$ cat src/dmc_pkg.sv
// ----------------------------------------------------------------------------
// Direct-mapped cache hit counter package
// Shared widths, sequencer control word and status types.
// ----------------------------------------------------------------------------
`timescale 1ns / 1ps
`default_nettype none

package dmc_pkg;

    localparam int MAX_LINES = 512;
    localparam int IDX_W     = $clog2(MAX_LINES);
    localparam int ADDR_W    = 32;
    localparam int TAG_W     = 32;
    localparam int CNT_W     = 32;
    localparam int LC_W      = 10;
    localparam int BB_W      = 17;
    localparam int DIV_W     = BB_W;
    localparam int DIV_STEPS = 2;
    localparam int DIV_ITER  = ADDR_W / DIV_STEPS;
    localparam int DIV_CNT_W = $clog2(DIV_ITER);
    localparam int ENTRY_W   = TAG_W + 1;
    localparam int CFG_IDX_W = 1;
    localparam int CFG_W     = BB_W;
    localparam int PC_W      = 4;

    localparam logic [CFG_IDX_W-1:0] CFG_LINE_COUNT  = 1'd0;
    localparam logic [CFG_IDX_W-1:0] CFG_BLOCK_BYTES = 1'd1;

    localparam logic [LC_W-1:0] LC_RESET = LC_W'(512);
    localparam logic [BB_W-1:0] BB_RESET = BB_W'(4);

    localparam logic OP_ACCESS = 1'b0;
    localparam logic OP_CLEAR  = 1'b1;

    typedef logic [PC_W-1:0] t_pc;

    typedef enum logic [2:0] {
        C_NEXT     = 3'd0,
        C_JUMP     = 3'd1,
        C_NO_BEAT  = 3'd2,
        C_OP_CLR   = 3'd3,
        C_DIV_BUSY = 3'd4,
        C_CLR_MORE = 3'd5,
        C_OUT_FULL = 3'd6
    } t_cond;

    typedef struct packed {
        logic  in_ready;
        logic  div_start;
        logic  div_line;
        logic  ram_rd;
        logic  clr_wr;
        logic  cnt_clr;
        logic  lookup_upd;
        logic  out_load;
        t_cond cond;
        t_pc   target;
    } t_cw;

    typedef struct packed {
        logic beat;
        logic op_clr;
        logic div_busy;
        logic clr_more;
        logic out_full;
    } t_seq_stat;

endpackage

`default_nettype wire

$ cat src/dmc_seq.sv
// ----------------------------------------------------------------------------
// Microcode sequencer
// Step counter over a read-only program of control words with jumps.
// ----------------------------------------------------------------------------
`timescale 1ns / 1ps
`default_nettype none

module dmc_seq
    import dmc_pkg::*;
(
    input  wire logic      i_clk,
    input  wire logic      i_rst_n,
    input  wire t_seq_stat i_stat,
    output t_cw            o_cw
);

    localparam t_pc S_INIT_CLR  = 4'd0;
    localparam t_pc S_IDLE      = 4'd1;
    localparam t_pc S_DECODE    = 4'd2;
    localparam t_pc S_DIV_BLK   = 4'd3;
    localparam t_pc S_WAIT_BLK  = 4'd4;
    localparam t_pc S_DIV_LINE  = 4'd5;
    localparam t_pc S_WAIT_LINE = 4'd6;
    localparam t_pc S_LOOKUP    = 4'd7;
    localparam t_pc S_HOLD      = 4'd8;
    localparam t_pc S_UPDATE    = 4'd9;
    localparam t_pc S_CLR_SWEEP = 4'd10;
    localparam t_pc S_CLR_HOLD  = 4'd11;
    localparam t_pc S_CLR_OUT   = 4'd12;

    function automatic t_cw rom_word(input t_pc pc);
        t_cw cw;
        cw        = '0;
        cw.cond   = C_NEXT;
        cw.target = S_IDLE;
        case (pc)
            S_INIT_CLR: begin
                cw.clr_wr = 1'b1;
                cw.cond   = C_CLR_MORE;
                cw.target = S_INIT_CLR;
            end
            S_IDLE: begin
                cw.in_ready = 1'b1;
                cw.cond     = C_NO_BEAT;
                cw.target   = S_IDLE;
            end
            S_DECODE: begin
                cw.cond   = C_OP_CLR;
                cw.target = S_CLR_SWEEP;
            end
            S_DIV_BLK: begin
                cw.div_start = 1'b1;
            end
            S_WAIT_BLK: begin
                cw.cond   = C_DIV_BUSY;
                cw.target = S_WAIT_BLK;
            end
            S_DIV_LINE: begin
                cw.div_start = 1'b1;
                cw.div_line  = 1'b1;
            end
            S_WAIT_LINE: begin
                cw.cond   = C_DIV_BUSY;
                cw.target = S_WAIT_LINE;
            end
            S_LOOKUP: begin
                cw.ram_rd = 1'b1;
            end
            S_HOLD: begin
                cw.cond   = C_OUT_FULL;
                cw.target = S_HOLD;
            end
            S_UPDATE: begin
                cw.lookup_upd = 1'b1;
                cw.out_load   = 1'b1;
                cw.cond       = C_JUMP;
                cw.target     = S_IDLE;
            end
            S_CLR_SWEEP: begin
                cw.clr_wr  = 1'b1;
                cw.cnt_clr = 1'b1;
                cw.cond    = C_CLR_MORE;
                cw.target  = S_CLR_SWEEP;
            end
            S_CLR_HOLD: begin
                cw.cond   = C_OUT_FULL;
                cw.target = S_CLR_HOLD;
            end
            S_CLR_OUT: begin
                cw.out_load = 1'b1;
                cw.cond     = C_JUMP;
                cw.target   = S_IDLE;
            end
            default: begin
                cw.cond   = C_JUMP;
                cw.target = S_IDLE;
            end
        endcase
        return cw;
    endfunction

    t_pc r_pc;
    t_pc n_pc;
    t_cw cw;
    logic take;

    assign cw = rom_word(r_pc);

    always_comb begin
        case (cw.cond)
            C_NEXT:     take = 1'b0;
            C_JUMP:     take = 1'b1;
            C_NO_BEAT:  take = !i_stat.beat;
            C_OP_CLR:   take = i_stat.op_clr;
            C_DIV_BUSY: take = i_stat.div_busy;
            C_CLR_MORE: take = i_stat.clr_more;
            C_OUT_FULL: take = i_stat.out_full;
            default:    take = 1'b1;
        endcase
        n_pc = take ? cw.target : PC_W'(r_pc + 1'b1);
    end

    always_ff @(posedge i_clk) begin
        if (!i_rst_n) begin
            r_pc <= S_INIT_CLR;
        end else begin
            r_pc <= n_pc;
        end
    end

    assign o_cw = cw;

endmodule

`default_nettype wire

$ cat config.mk
export PLATFORM = sky130hd
export DESIGN_NAME = dmc_seq
export DESIGN_NICKNAME = d
export VERILOG_FILES = /design/src/dmc_pkg.sv /design/src/dmc_seq.sv
export SDC_FILE = /design/constraint.sdc
export NUM_CORES = 1
export LEC_CHECK = 0
export CAP_MARGIN = 40
export CORE_AREA = 5 5 42 44
export DETAILED_ROUTE_END_ITERATION = 10
export DIE_AREA = 0 0 47 49
export DONT_BUFFER_PORTS = 1
export PLACE_DENSITY = 0.64
export SYNTH_ARGS = -nofsm -noshare
export SYNTH_HDL_FRONTEND = slang
export SYNTH_SLANG_ARGS = --single-unit
$ cat constraint.sdc
create_clock -name i_clk -period 2.55 [get_ports i_clk]
set_clock_uncertainty 0.05 [all_clocks]
set_input_delay 0.255 -clock i_clk [delete_from_list [all_inputs] [get_ports i_clk]]
set_output_delay 0.255 -clock i_clk [all_outputs]
set_load 0.03 [all_outputs]
==> flow_summary.ini <==
[outcome]
run_status = finished clean

[cells_and_area]
reg_top3 = r_pc: 4 flops
largest_reg_flops = 4
fillers = 147
fin_nets = 88
final_cell_mix = buf_4, inv_1, a21oi_1, nor2_1
regArea_sq_um = 80.1
multi_input_area_sq_um = 447
regMostFlops = r_pc
diodes = 0
layout_commonest_cell = buf_4
drive_above_1_share_pct = 29.3
final_cells = 91
areaGrowthSynthToFinish_pct = 12.4

[global_route]
antenna_found_initial = 0
grt_max_degree = 21
grt.overflow.total = 0
grt_pass1_vias = 469
grtUsageTotal_pct = 11.6
grt_pass1_wl_mm = 2.05

[placement]
placed_cells = 88
port_buffers = 0
dp_hpwl_microns = 933
globalplace.congestion = 0.703

[floorplanning]
rows = 14
dieHeight_microns = 49
die_area_sq_um = 2300
die_w_microns = 47
ios = 22
core_area_sq_um = 1400
initial_core_util_pct = 41.6

[critical_path]
critPathRequiredTime_ps = 2610
cp.arrival_ps = 2260
r2r_slack_ps = 360
crit_type = flip-flop to flip-flop
reg2reg_depth = 7
startpoint_type = flip-flop
endpoint_kind = flip-flop
cp_max_fo = 7

[drt]
avgViaCountPerCell = 5.40
drt-total-wl_mm = 1.17
drtIter0Drc = 1
ant_nets = 0
drc_errors = 0
dr.pass1.iters = 3
vias = 491
wl_per_cell_microns = 12.8

[clocking]
hold_buffers = 0
cts_tree = done
cts_resized = 0
postCtsSetupRepairBufs = 0
clkLatencyLatePin_ps = 230
htreeDepth = 1
numClockSinks = 4
cts-root-buf = clkbuf_4
numCtsBuffers = 3
clockBufferDepth = 2
clk_pin_slew_worst_paths_ps = 40

[job]
max_cap_violations = 0

[timing]
rsz0062_at_grt = false
setup_viol = 0
fmax_mhz = 456
setup_tns_ps = 0
drv_slew = 0
slew_headroom_pct = 55.4
period_minus_slack_ps = 2190
period_share_pct = 85.9
tightestPinTransition_ps = 671
final_hold_viol_count = 0

[yosys]
synth_edf_count = 0
ys.flop_type = dfxtp_1
synth_nets = 79
ys_seq_area_share_pct = 13.7
yosys_warnings = 0
synthArstFlopShare_pct = 0
syn_area_sq_um = 583
ys_types = 31
yosysTopAreaCell = dfxtp_1
yosys_register_bits = 4
synth.avg_cell_area_sq_um = 8.57
synth_cells = 68
ys_top_cells_by_area = dfxtp_1, ha_1, a211oi_4, mux2i_1, o311a_1
yosysTopAreaCellShare_pct = 13.7

[worst_hold_path]
hold_path_class = input port to flip-flop
hold_depth = 1
-- cells in the mapped netlist, types with 2 or more instances --
| cell | n |
|---|---|
| dfxtp_1 | 4 |
| buf_6 | 2 |
| ha_1 | 4 |
| a21oi_1 | 5 |
| a211oi_4 | 2 |
| nor3b_1 | 3 |
| nand2_1 | 4 |
| and3b_1 | 3 |
| nor2_1 | 5 |
| o21ai_1 | 4 |
| inv_1 | 5 |
| mux2i_1 | 4 |
| clkbuf_1 | 2 |
| o311a_1 | 3 |
| o21ai_2 | 2 |
-- final cells by class --
cell class / instances / share of cell area, %
Clock buffer: 3 / 3.44
Inverter: 5 / 2.86
Multi-Input combinational cell: 54 / 68.1
Sequential cell: 4 / 12.2
Tap cell: 16 / 3.05
Timing Repair Buffer: 9 / 10.3
-- per-layer routing --
layer / wire, microns / vias to the layer above / GRT usage, %
met5: 0 / - / 0
met4: 0 / 0 / 5.53
met3: 44 / 0 / 2.21
met2: 571 / 7 / 17.0
met1: 550 / 218 / 15.6
li1: - / 266 / -
-- worst max-delay path, stage by stage (launching register included) --
cell      delay, ps
dfxtp_1         380
inv_1            80
ha_1            300
mux2_2          310
a211oi_4        290
o21ai_2          70
a32o_2          310
o311a_1         290
-- path summary, 6_finish.rpt --
kind,from,end
max reg2reg,r_pc[0],r_pc[3]
min,i_rst_n,r_pc[2]
min reg2reg,r_pc[0],r_pc[0]
max,r_pc[0],r_pc[3]
-- per-stage QoR --
| stage | hold slack, ps | setup WS, ps | cell area [sq um] | utilization [%] |
|---|---|---|---|---|
| after floorplan | 336 | 448 | 583 | - |
| after global placement | 338 | 404 | 633 | 45.2 |
| after detailed placement | 340 | 364 | 633 | 45.2 |
| after CTS | 90.9 | 356 | 656 | 46.8 |
| after global routing | 85.3 | 199 | 656 | 46.8 |
| final | 101 | 359 | 656 | 46.8 |
-- cells by family (layout without fill, tap and decap cells) --
kind of cell | count (synthesis) | in the layout | synth area share [%]
compound gates | 22 | 22 | 32.4
simple gates | 21 | 21 | 23.8
buf+inv | 10 | 17 | 9.66
mux | 5 | 5 | 8.80
fa+ha+maj | 4 | 4 | 8.58
flops | 4 | 4 | 13.7
xor+xnor | 2 | 2 | 3.00
Power is not shown: default switching activity piles up to over one toggle a cycle in this logic, so the estimate is an artifact.
