===== config.mk =====
export PLATFORM = sky130hd
export DESIGN_NAME = dmc_div
export DESIGN_NICKNAME = d
export VERILOG_FILES = /design/src/dmc_pkg.sv /design/src/dmc_div.sv
export SDC_FILE = /design/constraint.sdc
export NUM_CORES = 1
export LEC_CHECK = 0
export ABC_AREA = 1
export BUFFER_PORTS_ARGS = -buffer_cell sky130_fd_sc_hd__buf_2
export CAP_MARGIN = 20
export CORE_MARGIN = 1
export CORE_UTILIZATION = 60
export DETAILED_ROUTE_END_ITERATION = 10
export PLACE_DENSITY = 0.86
export SLEW_MARGIN = 20
export SYNTH_ARGS = -nofsm -noshare
export SYNTH_HDL_FRONTEND = slang
export SYNTH_SLANG_ARGS = --single-unit

===== constraint.sdc =====
create_clock -name i_clk -period 9.8 [get_ports i_clk]
set_input_delay 0.49 -clock i_clk [delete_from_list [all_inputs] [get_ports i_clk]]
set_output_delay 0.49 -clock i_clk [all_outputs]
set_load 0.02 [all_outputs]

===== src/dmc_pkg.sv =====
// ----------------------------------------------------------------------------
// Direct-mapped cache hit counter package
// Shared widths, sequencer control word and status types.
// ----------------------------------------------------------------------------
`timescale 1ns / 1ps
`default_nettype none

package dmc_pkg;

    localparam int MAX_LINES = 512;
    localparam int IDX_W     = $clog2(MAX_LINES);
    localparam int ADDR_W    = 32;
    localparam int TAG_W     = 32;
    localparam int CNT_W     = 32;
    localparam int LC_W      = 10;
    localparam int BB_W      = 17;
    localparam int DIV_W     = BB_W;
    localparam int DIV_STEPS = 2;
    localparam int DIV_ITER  = ADDR_W / DIV_STEPS;
    localparam int DIV_CNT_W = $clog2(DIV_ITER);
    localparam int ENTRY_W   = TAG_W + 1;
    localparam int CFG_IDX_W = 1;
    localparam int CFG_W     = BB_W;
    localparam int PC_W      = 4;

    localparam logic [CFG_IDX_W-1:0] CFG_LINE_COUNT  = 1'd0;
    localparam logic [CFG_IDX_W-1:0] CFG_BLOCK_BYTES = 1'd1;

    localparam logic [LC_W-1:0] LC_RESET = LC_W'(512);
    localparam logic [BB_W-1:0] BB_RESET = BB_W'(4);

    localparam logic OP_ACCESS = 1'b0;
    localparam logic OP_CLEAR  = 1'b1;

    typedef logic [PC_W-1:0] t_pc;

    typedef enum logic [2:0] {
        C_NEXT     = 3'd0,
        C_JUMP     = 3'd1,
        C_NO_BEAT  = 3'd2,
        C_OP_CLR   = 3'd3,
        C_DIV_BUSY = 3'd4,
        C_CLR_MORE = 3'd5,
        C_OUT_FULL = 3'd6
    } t_cond;

    typedef struct packed {
        logic  in_ready;
        logic  div_start;
        logic  div_line;
        logic  ram_rd;
        logic  clr_wr;
        logic  cnt_clr;
        logic  lookup_upd;
        logic  out_load;
        t_cond cond;
        t_pc   target;
    } t_cw;

    typedef struct packed {
        logic beat;
        logic op_clr;
        logic div_busy;
        logic clr_more;
        logic out_full;
    } t_seq_stat;

endpackage

`default_nettype wire


===== src/dmc_div.sv =====
// ----------------------------------------------------------------------------
// Iterative divider
// Restoring division of a 32-bit dividend, two quotient bits per cycle.
// ----------------------------------------------------------------------------
`timescale 1ns / 1ps
`default_nettype none

module dmc_div
    import dmc_pkg::*;
(
    input  wire logic              i_clk,
    input  wire logic              i_rst_n,
    input  wire logic              i_start,
    input  wire logic [ADDR_W-1:0] i_dividend,
    input  wire logic [DIV_W-1:0]  i_divisor,
    output logic                   o_busy,
    output logic      [ADDR_W-1:0] o_quotient,
    output logic      [DIV_W-1:0]  o_remainder
);

    logic                 r_busy;
    logic [DIV_CNT_W-1:0] r_cnt;
    logic [ADDR_W-1:0]    r_quo;
    logic [DIV_W-1:0]     r_rem;
    logic [DIV_W-1:0]     r_den;
    logic [ADDR_W-1:0]    n_quo;
    logic [DIV_W-1:0]     n_rem;

    always_comb begin
        logic [DIV_W:0] trial;
        n_quo = r_quo;
        n_rem = r_rem;
        for (int k = 0; k < DIV_STEPS; k++) begin
            trial = {n_rem, n_quo[ADDR_W-1]};
            n_quo = {n_quo[ADDR_W-2:0], 1'b0};
            if (trial >= {1'b0, r_den}) begin
                trial    = trial - {1'b0, r_den};
                n_quo[0] = 1'b1;
            end
            n_rem = trial[DIV_W-1:0];
        end
    end

    always_ff @(posedge i_clk) begin
        if (!i_rst_n) begin
            r_busy <= 1'b0;
            r_cnt  <= '0;
        end else if (i_start) begin
            r_busy <= 1'b1;
            r_cnt  <= '0;
        end else if (r_busy) begin
            r_cnt <= DIV_CNT_W'(r_cnt + 1'b1);
            if (r_cnt == DIV_CNT_W'(DIV_ITER - 1)) begin
                r_busy <= 1'b0;
            end
        end
    end

    always_ff @(posedge i_clk) begin
        if (i_start) begin
            r_quo <= i_dividend;
            r_rem <= '0;
            r_den <= i_divisor;
        end else if (r_busy) begin
            r_quo <= n_quo;
            r_rem <= n_rem;
        end
    end

    assign o_busy      = r_busy;
    assign o_quotient  = r_quo;
    assign o_remainder = r_rem;

endmodule

`default_nettype wire


==> results_dict.tcl, run 1 <==
set metrics [dict create \
    clk_latency_ns 0.35 \
    syn_to_final_growth_pct 15.3 \
    post-route-util_pct 71.3 \
    holdWs_ns 0.310 \
    row_count 33 \
    r2r_setup_slack_ns 5.46 \
    yosys.area.top_type_share_pct 29.1 \
    max_freq_ghz 0.231 \
    layout_commonest_cell "nand2_1" \
    cts.htree.levels 3 \
    vias 4866 \
    synthAdderAreaFrac_pct 9.45 \
    timing.slew.headroom_pct 39.4 \
    synthFlopType "edfxtp_1" \
    num_antenna_cells 0 \
    synth_edf_count 49 \
    fin_skew_ns 0.0109 \
    leakage_uw 0.00327 \
    tightest_slew_ns 0.908 \
    clockRootBuffer "clkbuf_8" \
    first_pass_iters 5 \
    post-route-period-util_pct 44.3 \
    die_y_um 93.8 \
    drt_iter0_markers 302 \
    synth_compound_gate_area_share_pct 7.94 \
    core-area_um2 8180 \
    syn_avg_cell_area_um2 7.13 \
    maxCapViolations 0 \
    clock_sinks 71 \
    synthXorXnorAreaFrac_pct 3.12 \
    fin_crit_ns 4.34 \
    io_pins 102 \
    postCtsSetupRepairBufs 0 \
    synth_area_leaders "edfxtp_1 29%, nand2_1 22%, dfxtp_1 8.7%, ha_1 8.7%, inv_1 7.2%" \
    powerDensity_nw_per_um2 302 \
    startpoint_type "flip-flop" \
    final-max-slew-violation-count 0 \
    synth_top_family_by_area "simple AND/OR/NAND/NOR gates" \
    yosysWarnings 0 \
    grt_max_degree 55 \
    dp.cells 902 \
    antenna_found_initial 0 \
    ys_ff_latch 71 \
    cts.path.max_buffers 2 \
    layout.nets 897 \
    drt_wl_total_mm 13.1 \
    nFillCells 692 \
    post-place-ws_ns 5.52 \
    grt_pass1_vias 4497 \
    critPathMaxFanout 30 \
    ant_nets 0 \
    rsz0062_at_grt "false" \
    cts-resized-gates 0 \
    hp-class "in2reg" \
    hpwl_mm 10.3 \
    required_ns 9.88 \
    synth_cells 710 \
    synth_area_um2 5060 \
    track_usage_pct 30.6 \
    hold_violations 0 \
    synth_fp_nets 799 \
    yosys.area_share.simple_pct 32.7 \
    gp_routability_congestion 0.963 \
    drc_errors 0 \
    status "finished, final reports clean" \
    end_kind "flip-flop" \
    io_buffers 101 \
    mostFrequentLayoutCells "294 x nand2_1, 101 x buf_2, 97 x inv_1" \
    stdcell_count 918 \
    cts_tree "done" \
    path_clk_slew_ns 0.08 \
    report.final.setup_viol 0 \
    fin_ws_ns 5.46 \
    initial_core_util_pct 61.9 \
    vias_per_cell 5.30 \
    fp.dieW_um 93.8 \
    grt_overflow 0 \
    wl_per_cell_um 14.3 \
    ctsHoldBuffers 0 \
    tns_ns 0 \
    cts_made_buffers 9 \
    irDropWorstVdd_uv 132 \
    die_area_um2 8800 \
    worstSetupPathType "reg2reg" \
    synthMuxAreaShare_pct 0 \
    async_reset_ff_share_pct 0 \
    yosys.area.top_type "edfxtp_1" \
    grt_pass1_wl_mm 20.7 \
    yosysSeqAreaShare_pct 37.8 \
    yosysUniqueCellTypes 36 \
    layout-drive-gt1-share_pct 16.6 \
    crit_arrival_ns 4.41 \
]
==> sequential cells by signal, summed over array words and instances (netlist names) <==
register and flops:
o_remainder 17, r_cnt 4, o_busy 1, o_quotient 32, r_den 17
==> worst paths after layout <==
| check | from | to | cells past startpoint |
|---|---|---|---|
| max reg2reg | o_quotient[31] | o_quotient[0] | 27 |
| min reg2reg | o_remainder[14] | o_remainder[14] | 2 |
| min | i_divisor[4] | r_den[4] | 1 |
| max | o_quotient[31] | o_quotient[0] | 27 |
==> cells by family (layout without fill, tap and decap cells) <==
family | count (synthesis) | count (layout)
simple gates | 398 | 398
buf+inv | 113 | 216
compound gates | 73 | 73
flops | 71 | 71
fa+ha+maj | 37 | 37
xor+xnor | 18 | 18
==> through the flow <==
stage | area (µm²) | total power, µW
2_1_floorplan | 5060 | 1270
3_3_place_gp | 5620 | 1480
3_5_place_dp | 5620 | 1500
4_1_cts | 5830 | 1750
5_1_grt | 5830 | 1910
6_report | 5830 | 1760
==> cell type report <==
| cell class | count | area [µm²] | share of cell area [%] |
|---|---|---|---|
| clock buffer | 10 | 138 | 2.36 |
| inverter | 97 | 364 | 6.24 |
| timing repair buffer | 103 | 520 | 8.93 |
| sequential | 71 | 1910 | 32.8 |
| tap | 105 | 131 | 2.25 |
| multi-input combinational | 526 | 2700 | 46.3 |
| clock inverter | 6 | 67.6 | 1.16 |
==> cell usage after synthesis (2+ instances only) <==
master    instances
o21bai_1          6
nand2_1         294
a21oi_1          25
nand2_4           2
nor2_1           32
xnor2_1          16
fa_1              2
nor3_2            2
nand3_2           2
nand2_2           6
inv_1            97
nand3b_1          2
edfxtp_1         49
nor3_1            4
or2_1             2
a21o_1            3
nand4_1           4
dfxtp_1          22
buf_6             3
nand3_1          44
clkbuf_1          9
o21ai_0          29
ha_1             35
buf_2             3
xor2_1            2
o21ai_1           5
==> where the power goes <==
part	switching, µW	total, µW	internal [µW]
Clock	118	244	126
Sequential	39.3	410	370
Combinational	720	1110	390
==> routing by layer <==
| metal | GRT usage (%) | wire length [µm] | vias to the layer above |
|---|---|---|---|
| met5 | 0 | 0 | - |
| li1 | - | - | 2456 |
| met2 | 50.5 | 6130 | 190 |
| met4 | 12.1 | 316 | 0 |
| met3 | 5.91 | 899 | 24 |
| met1 | 39.3 | 5770 | 2196 |
==> critical path, cell delays in order (launching register included) <==
cell and delay, ns:
edfxtp_1 0.43, inv_1 0.09, ha_1 0.14, inv_1 0.07, fa_1 0.43, nand2_1 0.11, nand3_2 0.08, nand2_1 0.09
nand2_2 0.07, nand2_2 0.08, nand2_2 0.31, inv_1 0.30, nand2_1 0.08, nand2_1 0.12, inv_1 0.07, ha_1 0.35
nand2_1 0.09, inv_1 0.06, nand2_1 0.08, inv_1 0.04, a21oi_1 0.15, nand2_1 0.10, nand2_1 0.07, nand2_1 0.05
nand2_1 0.11, nand2_4 0.14, nor2_8 0.24, o21ai_0 0.11
No activity file was read; power rests on OpenSTA's default activity.
==> run 2, diff against run 1 <==
--- a/config.mk
+++ b/config.mk
@@ -9,9 +9,9 @@
 export BUFFER_PORTS_ARGS = -buffer_cell sky130_fd_sc_hd__buf_2
 export CAP_MARGIN = 20
 export CORE_MARGIN = 1
-export CORE_UTILIZATION = 60
+export CORE_UTILIZATION = 56
 export DETAILED_ROUTE_END_ITERATION = 10
-export PLACE_DENSITY = 0.86
+export PLACE_DENSITY = 0.81
 export SLEW_MARGIN = 20
 export SYNTH_ARGS = -nofsm -noshare
 export SYNTH_HDL_FRONTEND = slang
==> constraint.sdc (replaced) <==
create_clock -name i_clk -period 4.4 [get_ports i_clk]
set_input_delay 0.22 -clock i_clk [delete_from_list [all_inputs] [get_ports i_clk]]
set_output_delay 0.22 -clock i_clk [all_outputs]
set_load 0.02 [all_outputs]
==> results_dict.tcl, run 2 (same netlist as run 1, synthesis figures left out) <==
set metrics [dict create \
    status "finished, final reports clean" \
    place_area_um2 5630 \
    io_pins 102 \
    grt_pass1_wl_mm 22.1 \
    switching_power_uw 1970 \
    die_area_um2 9420 \
    critPathMaxFanout 30 \
    stdcell_count 922 \
    largest_reg_flops 32 \
    worstSetupPathType "reg2reg" \
    seqPwrFrac_pct 22.7 \
    initial_core_util_pct 58.0 \
    vias_per_cell 5.30 \
    layout.nets 898 \
    grt_pass1_vias 4806 \
    cts.htree.levels 3 \
    nFillCells 777 \
    mostFrequentLayoutCells "294 x nand2_1, 101 x buf_2, 96 x inv_1" \
    fp.dieW_um 97.1 \
    drt_wl_total_mm 13.2 \
    pwr-share-comb_pct 62.5 \
    ctsHoldBuffers 0 \
    grt_overflow 0 \
    gp_routability_congestion 0.951 \
    dp.cells 905 \
    crit_arrival_ns 4.17 \
    clk_latency_ns 0.35 \
    p_int_uw 2040 \
    vias 4886 \
    p_clk_share_pct 14.8 \
    leakage_uw 0.00329 \
    wl_per_cell_um 14.4 \
    postCtsSetupRepairBufs 0 \
    fin_area_um2 5870 \
    whs_path_depth 1 \
    maxCapViolations 0 \
    num_antenna_cells 0 \
    die_y_um 97.1 \
    post-route-period-util_pct 93.1 \
    cts_made_buffers 9 \
    fin_crit_ns 4.10 \
    end_kind "flip-flop" \
    drt_iter0_markers 256 \
    core-area_um2 8720 \
    timing.slew.headroom_pct 29.6 \
    max_freq_ghz 0.244 \
    layout-drive-gt1-share_pct 16.8 \
    hold_violations 0 \
    syn_to_final_growth_pct 16.1 \
    fin_skew_ns 0.0163 \
    required_ns 4.47 \
    powerDensity_nw_per_um2 682 \
    layout_commonest_cell "nand2_1" \
    clock_sinks 71 \
    reg2reg_to "o_quotient[0]" \
    startpoint_type "flip-flop" \
    switching_share_pct 49.2 \
    hp-class "in2reg" \
    report.final.setup_viol 0 \
    grt_max_degree 54 \
    rr_worst_depth 27 \
    antenna_found_initial 0 \
    irDropWorstVdd_uv 265 \
    ant_nets 0 \
    r2r-start "o_quotient[31]" \
    hpwl_mm 10.5 \
    io_buffers 101 \
    hp-start "i_divisor[4]" \
    cts_tree "done" \
    tightest_slew_ns 1.05 \
    clockRootBuffer "clkbuf_8" \
    drc_errors 0 \
    holdPathEnd "r_den[4]" \
    r2r_setup_slack_ns 0.30 \
    path_clk_slew_ns 0.09 \
    cts.path.max_buffers 2 \
    row_count 34 \
    final-max-slew-violation-count 0 \
    first_pass_iters 5 \
    track_usage_pct 29.1 \
]
run 2: layer usage:
metal / part of all wire (%) / global-route usage, % / vias up
met5: 0 / 0 / -
met4: 2.1 / 10.6 / 0
met3: 6.0 / 4.82 / 20
met2: 47 / 49.1 / 188
met1: 45 / 37.8 / 2212
li1: - / - / 2466
run 2: power groups by stage:
stage | clock network [µW] | registers, µW | logic (µW)
2_1_floorplan | 0 | 1000 | 1810
3_3_place_gp | 0 | 919 | 2390
3_5_place_dp | 0 | 921 | 2410
4_1_cts | 600 | 908 | 2430
5_1_grt | 621 | 925 | 2810
6_report | 592 | 912 | 2510
run 2: worst max-delay path by stage:
| stage | slack, ns | from | endpoint |
|---|---|---|---|
| 2_1_floorplan | 0.67 | o_quotient[31] | o_quotient[0] |
| 3_3_place_gp | 0.28 | o_quotient[31] | o_quotient[0] |
| 3_5_place_dp | 0.12 | o_quotient[31] | o_quotient[0] |
| 4_1_cts | 0.1 | o_quotient[31] | o_quotient[0] |
| 5_1_grt | -0.0007 | o_quotient[31] | o_remainder[6] |
| 6_report | 0.30 | o_quotient[31] | o_quotient[0] |
run 2: layout make-up:
type / count / area [µm²] / share of cell area (%)
Inverter: 97 / 364 / 6.20
Tap cell: 108 / 135 / 2.30
Clock inverter: 7 / 103 / 1.75
Clock buffer: 9 / 124 / 2.11
Timing Repair Buffer: 103 / 520 / 8.86
Multi-Input combinational cell: 527 / 2720 / 46.2
Sequential cell: 71 / 1910 / 32.5
run 2: repair_timing:
action	CTS	global route
resized for setup	0	6
setup endpoints to repair	0	18
endpoints found under the hold margin	0	0
run 2: critical path: stages, from the launching register on:
cell	delay, ns
edfxtp_1	0.41
inv_1	0.08
ha_1	0.14
inv_1	0.07
fa_1	0.43
nand2_1	0.11
nand3_2	0.08
nand2_1	0.08
nand2_2	0.07
nand2_2	0.10
nand2_4	0.20
inv_2	0.18
nand2_1	0.07
nand2_1	0.13
inv_1	0.06
ha_1	0.34
nand2_1	0.08
inv_1	0.06
nand2_1	0.08
inv_1	0.04
a21oi_1	0.15
nand2_1	0.11
nand2_1	0.08
nand2_1	0.06
nand2_1	0.10
nand2_4	0.16
nor2_8	0.21
o21ai_0	0.11
run 2: per-stage QoR:
stage          power, µW  hold WS (ns)  setup WS (ns)  util [%]   TNS [ns]
6_report            4010        0.0403          0.304      67.4          0
3_5_place_dp        3330         0.398          0.124      64.5          0
2_1_floorplan       2820         0.319          0.674         -          0
5_1_grt             4360        0.0266      -0.000711      67.4  -0.000711
3_3_place_gp        3310         0.396          0.284      64.5          0
4_1_cts             3940        0.0214         0.0959      67.1          0
